File: config.mk
export PLATFORM = sky130hd
export DESIGN_NAME = pink_noise_filter_top
export DESIGN_NICKNAME = d
export VERILOG_FILES = /design/src/pnf_pkg.sv /design/src/pink_noise_filter_top.sv
export SDC_FILE = /design/constraint.sdc
export NUM_CORES = 2
export LEC_CHECK = 0
export BUFFER_PORTS_ARGS = -buffer_cell sky130_fd_sc_hd__buf_2
export CAP_MARGIN = 20
export CORE_MARGIN = 2
export CORE_UTILIZATION = 60
export CTS_BUF_LIST = sky130_fd_sc_hd__clkbuf_4
export DETAILED_ROUTE_END_ITERATION = 12
export PLACE_DENSITY = 0.76
export RECOVER_POWER = 100
export SLEW_MARGIN = 10
export SYNTH_ARGS = -nofsm -noshare
export SYNTH_HDL_FRONTEND = slang
export SYNTH_SLANG_ARGS = --single-unit
File: constraint.sdc
create_clock -name clk -period 18.3 [get_ports clk]
set_input_delay 2.745 -clock clk [delete_from_list [all_inputs] [get_ports clk]]
set_output_delay 2.745 -clock clk [all_outputs]
set_load 0.01 [all_outputs]
File: src/pnf_pkg.sv
// ----------------------------------------------------------------------------
// pnf_pkg
// Shared constants, types and coefficient tables for the pink noise filter.
// ----------------------------------------------------------------------------
`default_nettype none

package pnf_pkg;

	// fixed-point formats
	localparam int INPUT_BITS_DEF = 16;
	localparam int COEF_FRAC      = 24;
	localparam int GAIN_FRAC      = 12;
	localparam int OUT_FRAC       = 23;
	localparam int OUT_SHIFT      = COEF_FRAC + GAIN_FRAC - OUT_FRAC;

	// datapath widths
	localparam int DIGIT_W     = 4;
	localparam int COEF_W      = 25;
	localparam int PROD_W      = COEF_W + DIGIT_W + 1;
	localparam int STATE_W     = 32;
	localparam int RES_W       = STATE_W + 2;
	localparam int ACC_W       = 31;
	localparam int PINK_W      = 35;
	localparam int OPA_W       = 36;
	localparam int GAIN_W      = 16;
	localparam int OUT_W       = 24;
	localparam int NUM_TAPS    = 7;
	localparam int SECT_IDX_W  = 3;
	localparam int PASS_W      = 4;
	localparam int DIGIT_CNT_W = 4;

	typedef logic signed [COEF_W-1:0] coef_t;
	typedef logic [PASS_W-1:0]        pass_t;
	typedef logic [DIGIT_CNT_W-1:0]   digit_cnt_t;

	// pass codes: sections 0..5 come first
	localparam pass_t PASS_FIRST  = 4'd0;
	localparam pass_t PASS_DIRECT = 4'd6;
	localparam pass_t PASS_TAP    = 4'd7;
	localparam pass_t PASS_GAIN   = 4'd8;

	localparam logic [SECT_IDX_W-1:0] TAP_IDX = SECT_IDX_W'(NUM_TAPS - 1);

	// last digit index of each pass
	localparam digit_cnt_t SECT_LAST = DIGIT_CNT_W'(STATE_W / DIGIT_W - 1);
	localparam digit_cnt_t GAIN_LAST = DIGIT_CNT_W'(OPA_W / DIGIT_W - 1);

	// rounding preloads (add half before floor)
	localparam logic signed [ACC_W-1:0] ROUND_SECT = ACC_W'(1) << (COEF_FRAC - 1);
	localparam logic signed [ACC_W-1:0] ROUND_OUT  = ACC_W'(1) << (OUT_SHIFT - 1);

	localparam logic [GAIN_W-1:0] GAIN_RESET = 16'd4096;

	localparam logic signed [STATE_W-1:0] STATE_MAX = {1'b0, {(STATE_W-1){1'b1}}};
	localparam logic signed [STATE_W-1:0] STATE_MIN = {1'b1, {(STATE_W-1){1'b0}}};
	localparam logic signed [OUT_W-1:0]   OUT_MAX   = {1'b0, {(OUT_W-1){1'b1}}};
	localparam logic signed [OUT_W-1:0]   OUT_MIN   = {1'b1, {(OUT_W-1){1'b0}}};

	// feedback coefficient of each pass, zero where the pass has no state term
	function automatic coef_t pole_coef(input pass_t p);
		coef_t c;
		unique case (p)
			4'd0:    c = 25'sd16758090;
			4'd1:    c = 25'sd16665144;
			4'd2:    c = 25'sd16257122;
			4'd3:    c = 25'sd14537458;
			4'd4:    c = 25'sd9227469;
			4'd5:    c = -25'sd12777528;
			default: c = '0;
		endcase
		return c;
	endfunction

	// coefficient on the white sample for each pass
	function automatic coef_t feed_coef(input pass_t p);
		coef_t c;
		unique case (p)
			4'd0:        c = 25'sd931436;
			4'd1:        c = 25'sd1259565;
			4'd2:        c = 25'sd2581208;
			4'd3:        c = 25'sd5209084;
			4'd4:        c = 25'sd8941454;
			4'd5:        c = -25'sd283501;
			PASS_DIRECT: c = 25'sd8995943;
			PASS_TAP:    c = 25'sd1944918;
			default:     c = '0;
		endcase
		return c;
	endfunction

endpackage

`default_nettype wire

File: src/pink_noise_filter_top.sv
// Each accepted white word runs nine passes of a 4-bit digit-serial multiply-add
// (eight of 8 digits, the output gain pass of 9), then the output load and the return to idle.
// in_stall is low only while idle; a stalled output word holds the finish, otherwise
// a finished result waits in the output register while the next word is taken.
// Reset: section states clear to zero, output gain returns to 1.0.
// ----------------------------------------------------------------------------
// pink_noise_filter_top
// White-to-pink noise shaping filter: six one-pole sections, a delayed tap
// and a direct path, scaled by a programmable gain and saturated to 24 bits.
// ----------------------------------------------------------------------------
`default_nettype none

module pink_noise_filter_top
	import pnf_pkg::*;
#(
	parameter int INPUT_BITS = INPUT_BITS_DEF
) (
	input  wire logic                           clk,
	input  wire logic                           arst_n,
	// white noise input
	input  wire logic                           in_valid,
	output logic                                in_stall,
	input  wire logic signed [INPUT_BITS-1:0]   white_sample,
	// pink noise output
	output logic                                out_valid,
	input  wire logic                           out_stall,
	output logic signed [OUT_W-1:0]             pink_sample,
	output logic                                clipped,
	// gain register write
	input  wire logic                           cfg_valid,
	output logic                                cfg_ready,
	input  wire logic [GAIN_W-1:0]              cfg_data
);

	localparam int WHITE_SHIFT = COEF_FRAC + 1 - INPUT_BITS;

	typedef enum logic [1:0] {IDLE_ST, RUN_ST, DONE_ST} fsm_t;

	fsm_t                        fsm_q;
	pass_t                       pass_q;
	digit_cnt_t                  digit_q;
	logic [GAIN_W-1:0]           gain_q;
	logic signed [STATE_W-1:0]   section_q [NUM_TAPS];
	logic                        wb_valid_q;
	pass_t                       wb_pass_q;
	logic signed [RES_W-1:0]     res_q;
	logic signed [STATE_W-1:0]   white_q;
	logic signed [OPA_W-1:0]     opa_q;
	logic signed [STATE_W-1:0]   opb_q;
	logic signed [ACC_W-1:0]     w_q;
	logic [OPA_W-1:0]            l_q;
	logic signed [PINK_W-1:0]    pink_q;

	logic                        accept;
	logic                        out_free;
	logic signed [STATE_W-1:0]   white_ext;
	digit_cnt_t                  last_digit;
	logic                        digit_end;
	logic                        last_sig;
	coef_t                       a_sel;
	coef_t                       b_sel;
	logic signed [DIGIT_W:0]     dig_a;
	logic signed [DIGIT_W:0]     dig_b;
	logic signed [PROD_W-1:0]    prod_a;
	logic signed [PROD_W-1:0]    prod_b;
	logic signed [ACC_W-1:0]     t_sum;
	pass_t                       pass_nx;
	logic signed [OPA_W-1:0]     opa_load;
	logic signed [STATE_W-1:0]   opb_load;
	logic signed [ACC_W-1:0]     w_load;
	logic signed [STATE_W-1:0]   sat_res;
	logic                        wb_state_en;
	logic [SECT_IDX_W-1:0]       wb_idx;
	logic                        fin_fits;
	logic signed [OUT_W-1:0]     fin_val;
	logic                        fin_clip;

	// handshake
	assign in_stall  = (fsm_q != IDLE_ST);
	assign accept    = in_valid && !in_stall;
	assign out_free  = !out_valid || !out_stall;
	assign cfg_ready = 1'b1;

	// white sample widened to Q.24 in the state format
	assign white_ext = STATE_W'(white_sample) <<< WHITE_SHIFT;

	// digit sequencing
	assign last_digit = (pass_q == PASS_GAIN) ? GAIN_LAST : SECT_LAST;
	assign digit_end  = (fsm_q == RUN_ST) && (digit_q == last_digit);
	assign last_sig   = (digit_q == last_digit);

	// digit-serial multiply-add: top digit carries the sign weight
	always_comb begin
		a_sel = (pass_q == PASS_GAIN) ? coef_t'({1'b0, gain_q}) : pole_coef(pass_q);
		b_sel = feed_coef(pass_q);
		dig_a = last_sig ? {opa_q[DIGIT_W-1], opa_q[DIGIT_W-1:0]}
		                 : {1'b0, opa_q[DIGIT_W-1:0]};
		dig_b = last_sig ? {opb_q[DIGIT_W-1], opb_q[DIGIT_W-1:0]}
		                 : {1'b0, opb_q[DIGIT_W-1:0]};
		prod_a = a_sel * dig_a;
		prod_b = b_sel * dig_b;
		t_sum  = w_q + ACC_W'(prod_a) + ACC_W'(prod_b);
	end

	// operands and rounding preload for the following pass
	always_comb begin
		pass_nx = pass_q + 1'b1;
		if (pass_nx < PASS_DIRECT) begin
			opa_load = OPA_W'(section_q[pass_nx[SECT_IDX_W-1:0]]);
		end else if (pass_nx == PASS_GAIN) begin
			opa_load = OPA_W'(pink_q);
		end else begin
			opa_load = '0;
		end
		opb_load = (pass_nx == PASS_GAIN) ? '0 : white_q;
		w_load   = (pass_nx == PASS_GAIN) ? ROUND_OUT : ROUND_SECT;
	end

	// write-back of a finished pass: saturate to the state range
	always_comb begin
		if ((&res_q[RES_W-1:STATE_W-1]) || !(|res_q[RES_W-1:STATE_W-1])) begin
			sat_res = res_q[STATE_W-1:0];
		end else begin
			sat_res = res_q[RES_W-1] ? STATE_MIN : STATE_MAX;
		end
		wb_state_en = wb_valid_q && (wb_pass_q != PASS_DIRECT);
		wb_idx      = (wb_pass_q == PASS_TAP) ? TAP_IDX : wb_pass_q[SECT_IDX_W-1:0];
	end

	// final scaling: window holds the bits above the 24-bit result
	always_comb begin
		fin_fits = (&w_q) || !(|w_q);
		if (fin_fits) begin
			fin_val  = {w_q[0], l_q[OPA_W-1 -: OUT_W-1]};
			fin_clip = 1'b0;
		end else begin
			fin_val  = w_q[ACC_W-1] ? OUT_MIN : OUT_MAX;
			fin_clip = 1'b1;
		end
	end

	// control state machine and registered outputs
	always_ff @(posedge clk or negedge arst_n) begin
		if (!arst_n) begin
			fsm_q       <= IDLE_ST;
			pass_q      <= PASS_FIRST;
			digit_q     <= '0;
			gain_q      <= GAIN_RESET;
			wb_valid_q  <= 1'b0;
			wb_pass_q   <= PASS_FIRST;
			out_valid   <= 1'b0;
			pink_sample <= '0;
			clipped     <= 1'b0;
		end else begin
			if (cfg_valid && cfg_ready) begin
				gain_q <= cfg_data;
			end
			// output word loads when free, holds while stalled
			out_valid  <= ((fsm_q == DONE_ST) && out_free) || (out_valid && out_stall);
			wb_valid_q <= digit_end && (pass_q != PASS_GAIN);
			unique case (fsm_q)
				IDLE_ST: begin
					if (accept) begin
						fsm_q   <= RUN_ST;
						pass_q  <= PASS_FIRST;
						digit_q <= '0;
					end
				end
				RUN_ST: begin
					if (digit_end) begin
						digit_q <= '0;
						if (pass_q == PASS_GAIN) begin
							fsm_q <= DONE_ST;
						end else begin
							pass_q     <= pass_nx;
							wb_pass_q  <= pass_q;
						end
					end else begin
						digit_q <= digit_q + 1'b1;
					end
				end
				DONE_ST: begin
					if (out_free) begin
						pink_sample <= fin_val;
						clipped     <= fin_clip;
						fsm_q       <= IDLE_ST;
					end
				end
				default: fsm_q <= IDLE_ST;
			endcase
		end
	end

	// section and tap state
	always_ff @(posedge clk or negedge arst_n) begin
		if (!arst_n) begin
			for (int i = 0; i < NUM_TAPS; i++) begin
				section_q[i] <= '0;
			end
		end else if (wb_state_en) begin
			section_q[wb_idx] <= sat_res;
		end
	end

	// digit-serial datapath shift registers
	always_ff @(posedge clk) begin
		if (accept) begin
			white_q <= white_ext;
			opa_q   <= OPA_W'(section_q[0]);
			opb_q   <= white_ext;
			w_q     <= ROUND_SECT;
			pink_q  <= PINK_W'(section_q[TAP_IDX]);
		end else if (fsm_q == RUN_ST) begin
			// end of a filter pass: capture its result, start the next one
			if (digit_end && (pass_q != PASS_GAIN)) begin
				res_q <= {t_sum[RES_W-DIGIT_W-1:0], l_q[OPA_W-1 -: DIGIT_W]};
				opa_q <= opa_load;
				opb_q <= opb_load;
				w_q   <= w_load;
			end else begin
				opa_q <= opa_q >>> DIGIT_W;
				opb_q <= opb_q >>> DIGIT_W;
				w_q   <= t_sum >>> DIGIT_W;
			end
			l_q <= {t_sum[DIGIT_W-1:0], l_q[OPA_W-1:DIGIT_W]};
		end
		// pink sum collects the sections and the direct path
		if (wb_valid_q && (wb_pass_q != PASS_TAP)) begin
			pink_q <= pink_q + PINK_W'(sat_res);
		end
	end

`ifndef SYNTHESIS
	// an accepted word starts the first pass at its first digit
	a_start: assert property (@(posedge clk) disable iff (!arst_n)
		accept |=> (fsm_q == RUN_ST) && (pass_q == PASS_FIRST) && (digit_q == '0))
		else $error("pass sequence did not start cleanly");

	// write-back only happens while passes are running
	a_wb_run: assert property (@(posedge clk) disable iff (!arst_n)
		wb_valid_q |-> (fsm_q == RUN_ST) && (wb_pass_q != PASS_GAIN))
		else $error("write-back outside the pass sequence");

	// digit counter stays inside the current pass
	a_digit: assert property (@(posedge clk) disable iff (!arst_n)
		(fsm_q == RUN_ST) |-> (digit_q <= last_digit))
		else $error("digit counter overran its pass");

	// a clipped word carries a rail value
	a_clip: assert property (@(posedge clk) disable iff (!arst_n)
		(out_valid && clipped) |-> (pink_sample == OUT_MAX) || (pink_sample == OUT_MIN))
		else $error("clipped word is not at a rail");
`endif

endmodule

`default_nettype wire

==> impl_metrics.toml <==
[timing]
final_max_slew_viol_count = 1296
fmax_mhz = 86.2
worst_clock_skew_ns = 0.0878
worstMarginPinSlew_ns = 4.29
setup_viol = 0
rsz0062_at_grt = "no"
finalHoldViolCount = 0
fin_crit_sh = 0.634
maxSlewHeadroom = -1.86
tns_ns = 0
period_needed_ns = 11.60

[critical_path]
critPathArrivalTime_ns = 12.44
required_ns = 19.14
cp-start-kind = "flop"
worst_setup_path_end_kind = "flop"
cp_max_fo = 43
critPathMostFrequentCell = "fa_1"
worstSetupPathType = "reg2reg"
cpPeakStageDelay_ns = 2.09
crit_path_cell_trace = "inv_1 > ha_1 > clkbuf_1 > nand2_1 > a21oi_1 > nand2b_1 > fa_1 > fa_1 > inv_1 > fa_1 > fa_1 > inv_1 > fa_1 > inv_1 > ha_1 > o21ai_0 > o21bai_1 > o21ai_0 > o21ai_0 > a21oi_1 > a311oi_1 > xor2_1 > nor2_1 > o31ai_1"
crit_slowest_cell = "clkbuf_1"

[grt]
grt_overflow = 0
grt_pass1_wl_um = 135000
grt_max_degree = 90
antenna_found_initial = 3
grt_pass1_vias = 25000
track_usage = 0.323

[cells_and_area]
fin_cells = 3998
final_cell_mix = "nand2_1, o21ai_0, inv_1"
final_util = 0.653
fill_cells = 4234
mostFrequentLayoutCell = "nand2_1"
final_area_um2 = 33700
drive_above_1_share = 0.0968
area_delta_synth_final_pct = 7.37
final_nets = 3623

[logic_synthesis]
netlist_instances = 3152
synth_area_um2 = 31300
yosys_most_used_dff = "dfrtp_1"
netlist.area_leader.share = 0.224
yosys.area.top_type = "dfrtp_1"
async_reset_ff_frac = 0.587
syn_nets = 3568
synth_area_leaders = "dfrtp_1, edfxtp_1, fa_1, nand2_1, o21ai_0"
synth_edf_count = 162
syn_area_per_cell_um2 = 9.94
yosys_register_bits = 479
ys_warn_count = 0
ys_seq_area_frac = 0.403
yosysUniqueCellTypes = 78

[cts]
clock_path_buffers = 3
root_buffer = "clkbuf_4"
clkSinkCount = 479
cts_tree = "done"
clk_latency_ns = 0.95
hold_buffers = 0
cts-resized-gates = 0
cts_made_buffers = 121
htreeDepth = 3
clk_pin_slew_worst_paths_ns = 0.08
cts_setup_buffers = 0

[outcome]
violations = "capacitance limit, slew limit"
status = "finished with violations"

[floorplan]
io_pins = 65
start_util = 0.608
die_x_um = 233
dieArea_um2 = 54100
design.core.area_um2 = 51500
num_rows = 83
die_h_um = 233

[placed_design]
gp_congestion = 0.959
dp_cells = 3762
hpwl_um = 58700
io_buffers = 63
place_area_um2 = 32200

[drt]
via_count = 24100
avgViaCountPerCell = 6.02
wirelength_um = 84900
avgRoutedWirePerCell_um = 21.2
drcViolationCount = 0
drt.antenna.violating_nets = 0
initialDrtViolationCount = 2523
firstDrtPassIters = 9

[min_path]
hp-class = "reg2reg"

[job]
drv_cap = 27
[Yosys cell counts (26+ instances only)]
cell type    n
mux2i_1     32
edfxtp_1   162
dfxtp_1     36
o21ai_0    368
o21ai_1     32
ha_1       139
inv_1      357
nor2_1      94
o22ai_1     40
a22o_1      32
fa_1       240
nand2_1    525
a21oi_1    139
a21o_1      40
xor2_1      27
a221o_1     35
clkbuf_1   142
mux4_2      32
xnor2_1     38
nand3_1     26
dfrtp_1    280
and2_1      79
[cell families (layout without fill, tap and decap cells)]
| group | after synthesis | in the layout | share of synthesized area |
|---|---|---|---|
| mux | 84 | 84 | 0.0404 |
| flops | 479 | 479 | 0.403 |
| simple gates | 830 | 830 | 0.116 |
| compound gates | 782 | 782 | 0.150 |
| buf+inv | 532 | 695 | 0.0648 |
| other cells | 1 | 4 | 0.000120 |
| xor+xnor | 65 | 65 | 0.0182 |
| fa+ha+maj | 379 | 379 | 0.209 |
[layout make-up]
| cell class | instances | area [um^2] | area share |
|---|---|---|---|
| Antenna cell | 3 | 7.51 | 0.000223 |
| Multi-Input combinational cell | 2141 | 16700 | 0.496 |
| Timing Repair Buffer | 104 | 504 | 0.0150 |
| Clock inverter | 50 | 274 | 0.00814 |
| Clock buffer | 181 | 1360 | 0.0404 |
| Inverter | 360 | 1350 | 0.0402 |
| Tap cell | 680 | 851 | 0.0253 |
| Sequential cell | 479 | 12600 | 0.375 |
[state kept, by name, indices dropped and copies added, names as in the netlist, 16 cells and up]
| register | cells |
|---|---|
| pink_sample | 24 |
| opa_q | 36 |
| white_q | 16 |
| section_q | 224 |
| pink_q | 35 |
| opb_q | 27 |
| l_q | 23 |
| res_q | 34 |
| w_q | 27 |
| gain_q | 16 |
[critical path, delay by kind of cell, from the launching register on]
| kind | cells | cell delay (ns) |
|---|---|---|
| fa+ha+maj | 7 | 3.24 |
| simple gates | 3 | 0.40 |
| buf+inv | 5 | 2.79 |
| xor+xnor | 1 | 0.24 |
| flops | 1 | 1.99 |
| compound gates | 8 | 2.86 |
[routing by layer]
| layer | vias to the layer above | GRT usage | wire length (um) | part of all wire |
|---|---|---|---|---|
| met5 | - | 0 | 0 | 0 |
| met4 | 0 | 0.149 | 3640 | 0.043 |
| met3 | 241 | 0.0588 | 6180 | 0.073 |
| met2 | 1067 | 0.535 | 40900 | 0.48 |
| met1 | 11900 | 0.415 | 34200 | 0.40 |
| li1 | 10800 | - | - | - |
[worst paths after layout]
check	start	slack, ns	end	cells after the start
min reg2reg	l_q[20]	0.45	l_q[16]	0
max reg2reg	pass_q[0]	6.70	w_q[23]	24
min	l_q[20]	0.45	l_q[16]	0
min in group asynchronous	arst_n	3.37	gain_q[9]	1
max	pass_q[0]	6.70	w_q[23]	24
max in group asynchronous	arst_n	7.10	pass_q[3]	4
[through the flow]
step / setup slack (ns) / hold WS [ns]
3_3_place_gp: 9.94 / 0.437
3_5_place_dp: 9.65 / 0.437
4_1_cts: 9.64 / 0.449
6_report: 6.70 / 0.454
5_1_grt: 5.30 / 0.463
2_1_floorplan: 11.33 / 0.427
Power is left out: the tool's default activity adds up to more than one toggle a clock period on the data nets, which glitch-free logic cannot reach.
